[src/rtl/obbsat_pkg.sv]
`timescale 1ns / 1ps
package obbsat_pkg;

  localparam int unsigned CoordW      = 32;
  localparam int unsigned RadW        = 31;
  localparam int unsigned NrmW        = 18;
  localparam int unsigned DepthW      = 32;
  localparam int unsigned FracBitsDef = 16;

  localparam int unsigned MulAW = 36;
  localparam int unsigned MulBW = 31;
  localparam int unsigned MulPW = MulAW + MulBW;

endpackage

[src/rtl/obbsat_mul.sv]
`timescale 1ns / 1ps
module obbsat_mul (
  input  logic                                  clk_i,
  input  logic signed [obbsat_pkg::MulAW-1:0]   a_i,
  input  logic signed [obbsat_pkg::MulBW-1:0]   b_i,
  output logic signed [obbsat_pkg::MulPW-1:0]   p_o
);
  import obbsat_pkg::*;

  logic signed [MulPW-1:0] p_q;

  always_ff @(posedge clk_i) begin
    p_q <= MulPW'(a_i) * MulPW'(b_i);
  end

  assign p_o = p_q;

endmodule

[config.mk]
export PLATFORM = sky130hd
export DESIGN_NAME = obbsat_mul
export DESIGN_NICKNAME = d
export VERILOG_FILES = /design/src/rtl/obbsat_pkg.sv /design/src/rtl/obbsat_mul.sv
export SDC_FILE = /design/constraint.sdc
export NUM_CORES = 2
export LEC_CHECK = 0
export ABC_AREA = 1
export BUFFER_PORTS_ARGS = -buffer_cell sky130_fd_sc_hd__buf_2
export CAP_MARGIN = 20
export CORE_MARGIN = 4
export CORE_UTILIZATION = 55
export DETAILED_ROUTE_END_ITERATION = 16
export HOLD_SLACK_MARGIN = 0.1
export PLACE_DENSITY = 0.72
export RECOVER_POWER = 25
export SLEW_MARGIN = 20
export SYNTH_ARGS = -nofsm -noshare
export SYNTH_HDL_FRONTEND = slang
export SYNTH_SLANG_ARGS = --single-unit
[constraint.sdc]
create_clock -name clk_i -period 10.2 [get_ports clk_i]
set_clock_uncertainty 0.05 [all_clocks]
set_input_delay 1.02 -clock clk_i [delete_from_list [all_inputs] [get_ports clk_i]]
set_output_delay 1.02 -clock clk_i [all_outputs]
set_load 0.05 [all_outputs]
# Word-level counts from Yosys, hierarchy flattened
# Index checks and enable logic that the tools add are counted.
[op_classes] n_bitwise=0 shifts=0 muxes=0 n_eq_ne=0 n_reduce_logical=0 mul=1 div=0 order_cmp=0 add_sub_neg=0
[ops] cell="$mul 36x31->67" count=1
[word_totals] latchBits=0 ram_bits=0 register_bits=67 romBits=0 elab_cells=2 out_inout_bits=67 inputBits=68 memories=0

# Depth between registers and ports, before layout
[depth] ltp_word=1 ltp_mapped=33 depth_no_buf=31

# Worst setup path after synthesis
# Ideal clock, no wire load.
[synth_path] path_kind="in2reg" from="input b_i[6] in the netlist's numbering" to="register p_q[61], in the netlist p_o[61]" path_slack_ns=2.308 stages=26 arrival_ns=7.730 n_path_buf=2 required_time_ns=10.038 setup_time_ns=0.112 cell_sequence="clkbuf_1 -> clkbuf_1 -> nand2_1 -> inv_1 -> fa_1 -> inv_1 -> fa_1 -> inv_1 -> fa_1 -> fa_1 -> inv_1 -> fa_1 -> inv_1 -> fa_1 -> inv_1 -> fa_1 -> fa_1 -> inv_1 -> ha_1 -> nand2_2 -> nor2_2 -> nand2_2 -> nor4_2 -> nand2_1 -> nand3_1 -> nand2_1"
[synth_between] elab_chain_len=1
[synth_lines] element="from (decl)" line_no="obbsat_mul.sv:5" text="input logic signed [obbsat_pkg::MulBW-1:0] b_i,"
[synth_lines] element="$mul 36x31->67" line_no="obbsat_mul.sv:13" text="p_q <= MulPW'(a_i) * MulPW'(b_i);"
[synth_lines] element="to (signal assigned)" line_no="obbsat_mul.sv:13"
[synth_lines] element="to (decl)" line_no="obbsat_mul.sv:10" text="logic signed [MulPW-1:0] p_q;"
# No other way between the ends.

# Final worst setup path
[layout_path] from="input b_i[4] in the netlist's numbering" to="register p_q[66], in the netlist p_o[66]"
# The elaborated chain is that of the path after synthesis.

==> impl_metrics.json <==
{
  "grt_usage": 0.301,
  "hpwl_um": 100000,
  "min_to": "p_o[0]",
  "io_buffer_count": 134,
  "post_cts_resized": 0,
  "synth-warning-count": 0,
  "num_rows": 103,
  "drtAntennaViolNets": 0,
  "vias_per_cell": 5.09,
  "arrival_ns": 8.80,
  "cp_max_fo": 36,
  "min_path_cells": 4,
  "synth_seq_cells": 67,
  "h-tree-depth": 3,
  "clockBufferDepth": 2,
  "die-area_um2": 84000,
  "drv_slew": 36,
  "grt_pass1_wl_um": 200000,
  "critical_path_required_ns": 10.41,
  "io_pins": 135,
  "postCtsHoldBufs": 0,
  "outcome": "finished, violations left",
  "critPathTopFamily": "adder cells",
  "hp-class": "in -> reg",
  "drive_gt1_frac": 0.0376,
  "synth-seq-area-share": 0.0307,
  "fin_nets": 7056,
  "clk_pin_slew_ns": 0.07,
  "grt_pass1_vias": 37401,
  "timing.critical_path.mode_cell": "fa_1",
  "cap_violations": 1,
  "cpPeakStageDelay_ns": 0.86,
  "syn_nets": 7116,
  "wl_per_cell_um": 18.1,
  "gp_congestion": 0.969,
  "start_util": 0.554,
  "cts_root_buf": "clkbuf_16",
  "die-height_um": 290,
  "synth.cell_area_um2": 43700,
  "worst_pin_slew_ns": 1.86,
  "fmax_mhz": 116,
  "drcViolationCount": 0,
  "drtIter0Drc": 2332,
  "syn_avg_cell_area_um2": 7.68,
  "grt-ovfl-total": 0,
  "failed_checks": "capacitance limit, slew limit",
  "antenna_found_initial": 8,
  "synth_cells": 5693,
  "cts_setup_buffers": 0,
  "rsz0062_at_grt": "false",
  "cts_tree": "yes",
  "vias": 34029,
  "numCtsBuffers": 9,
  "syn_to_final_growth_pct": 3.62,
  "crit_slowest_cell": "fa_1",
  "final.min_clock_period_ns": 8.59,
  "slew_headroom": -0.239,
  "wl_um": 121000,
  "die_w_um": 290,
  "end_kind": "register",
  "dr.pass1.iters": 6,
  "largest_reg_flops": 67,
  "core-area_um2": 78900,
  "finalSetupViolCount": 0,
  "cts.sinks": 67,
  "grt_max_degree": 37,
  "critPathKind": "in -> reg",
  "finalCritPeriodShare": 0.842,
  "hold_viol": 0,
  "cp.buffers_inverters": 8,
  "hold_start": "a_i[0]",
  "cp-start-kind": "input pin",
  "tns_ns": 0,
  "ys_types": 29
}
==> through the flow <==
step	instance area [um^2]	utilization	hold slack [ns]	setup WS (ns)	std cells
2_1_floorplan	43700	-	1.29	2.31	5693
3_3_place_gp	45000	0.571	1.44	1.33	6672
3_5_place_dp	45000	0.571	1.44	1.22	6672
4_1_cts	45300	0.575	1.22	1.58	6688
5_1_grt	45300	0.574	1.28	1.08	6691
6_report	45300	0.574	1.23	1.61	6692
==> routing by layer <==
metal	part of all wire	track usage	vias up
met1	0.38	0.380	17007
met3	0.076	0.0405	348
met2	0.49	0.526	1464
met4	0.051	0.124	4
met5	0.00022	0	-
li1	-	-	15206
==> cell type report <==
cell class / instances / area (um^2)
fillers: 7320 / 33600
repair buffers: 160 / 822
inverters: 1972 / 7400
clock buffers: 10 / 239
well taps: 1050 / 1310
diodes: 4 / 10.0
multi-input cells: 3423 / 34100
flip-flops and latches: 67 / 1340
clock inverters: 6 / 65.1
==> cells in the mapped netlist <==
cell | n | area, um^2
nand3_1 | 65 | 325
clkbuf_1 | 217 | 815
a21oi_1 | 53 | 265
nand3_2 | 3 | 30.0
o21bai_1 | 9 | 67.6
and3_1 | 4 | 25.0
inv_2 | 3 | 11.3
nand2_1 | 1682 | 6310
inv_1 | 1967 | 7380
nor4_2 | 2 | 25.0
nor4_1 | 7 | 43.8
ha_1 | 192 | 2400
xnor2_1 | 2 | 17.5
clkinv_1 | 2 | 7.51
or2_2 | 9 | 56.3
nand3b_1 | 2 | 15.0
and3b_1 | 1 | 8.76
o21ai_0 | 8 | 40.0
xor2_1 | 29 | 254
nor2_1 | 115 | 432
nand2_2 | 22 | 138
nor2_4 | 3 | 33.8
nand4_1 | 19 | 119
nor2_2 | 25 | 156
buf_1 | 14 | 52.6
fa_1 | 1163 | 23300
dfxtp_1 | 67 | 1340
nor3_1 | 6 | 30.0
nor3_2 | 2 | 20.0
==> layout by cell type, fill, tap and decap left out, types with 7 or more instances in the layout <==
master / instances
a21oi_1: 53
buf_2: 102
buf_4: 25
clkbuf_1: 33
clkbuf_16: 9
dfxtp_1: 67
fa_1: 1163
ha_1: 192
inv_1: 1967
nand2_1: 1682
nand2_2: 22
nand3_1: 65
nand4_1: 19
nor2_1: 115
nor2_2: 25
nor4_1: 7
o21ai_0: 8
o21bai_1: 9
or2_2: 9
xor2_1: 29
==> cell families after synthesis <==
group | after synthesis | synth area share
AND/OR/NAND/NOR | 1967 | 0.178
adder cells (fa/ha/maj) | 1355 | 0.588
XOR/XNOR | 31 | 0.00621
AO/OA/AOI/OAI | 70 | 0.00853
buffers and inverters | 2203 | 0.189
flip-flops | 67 | 0.0307
==> how the worst max path moves through the flow <==
stage,start,to,cells past startpoint
after floorplan,b_i[6],p_o[61],26
after global placement,b_i[4],p_o[66],25
after detailed placement,b_i[4],p_o[55],27
after CTS,b_i[4],p_o[66],25
after global routing,b_i[4],p_o[60],26
final,b_i[4],p_o[66],25
Power is not shown: default switching activity piles up to over one toggle a cycle in this logic, so the estimate is an artifact.
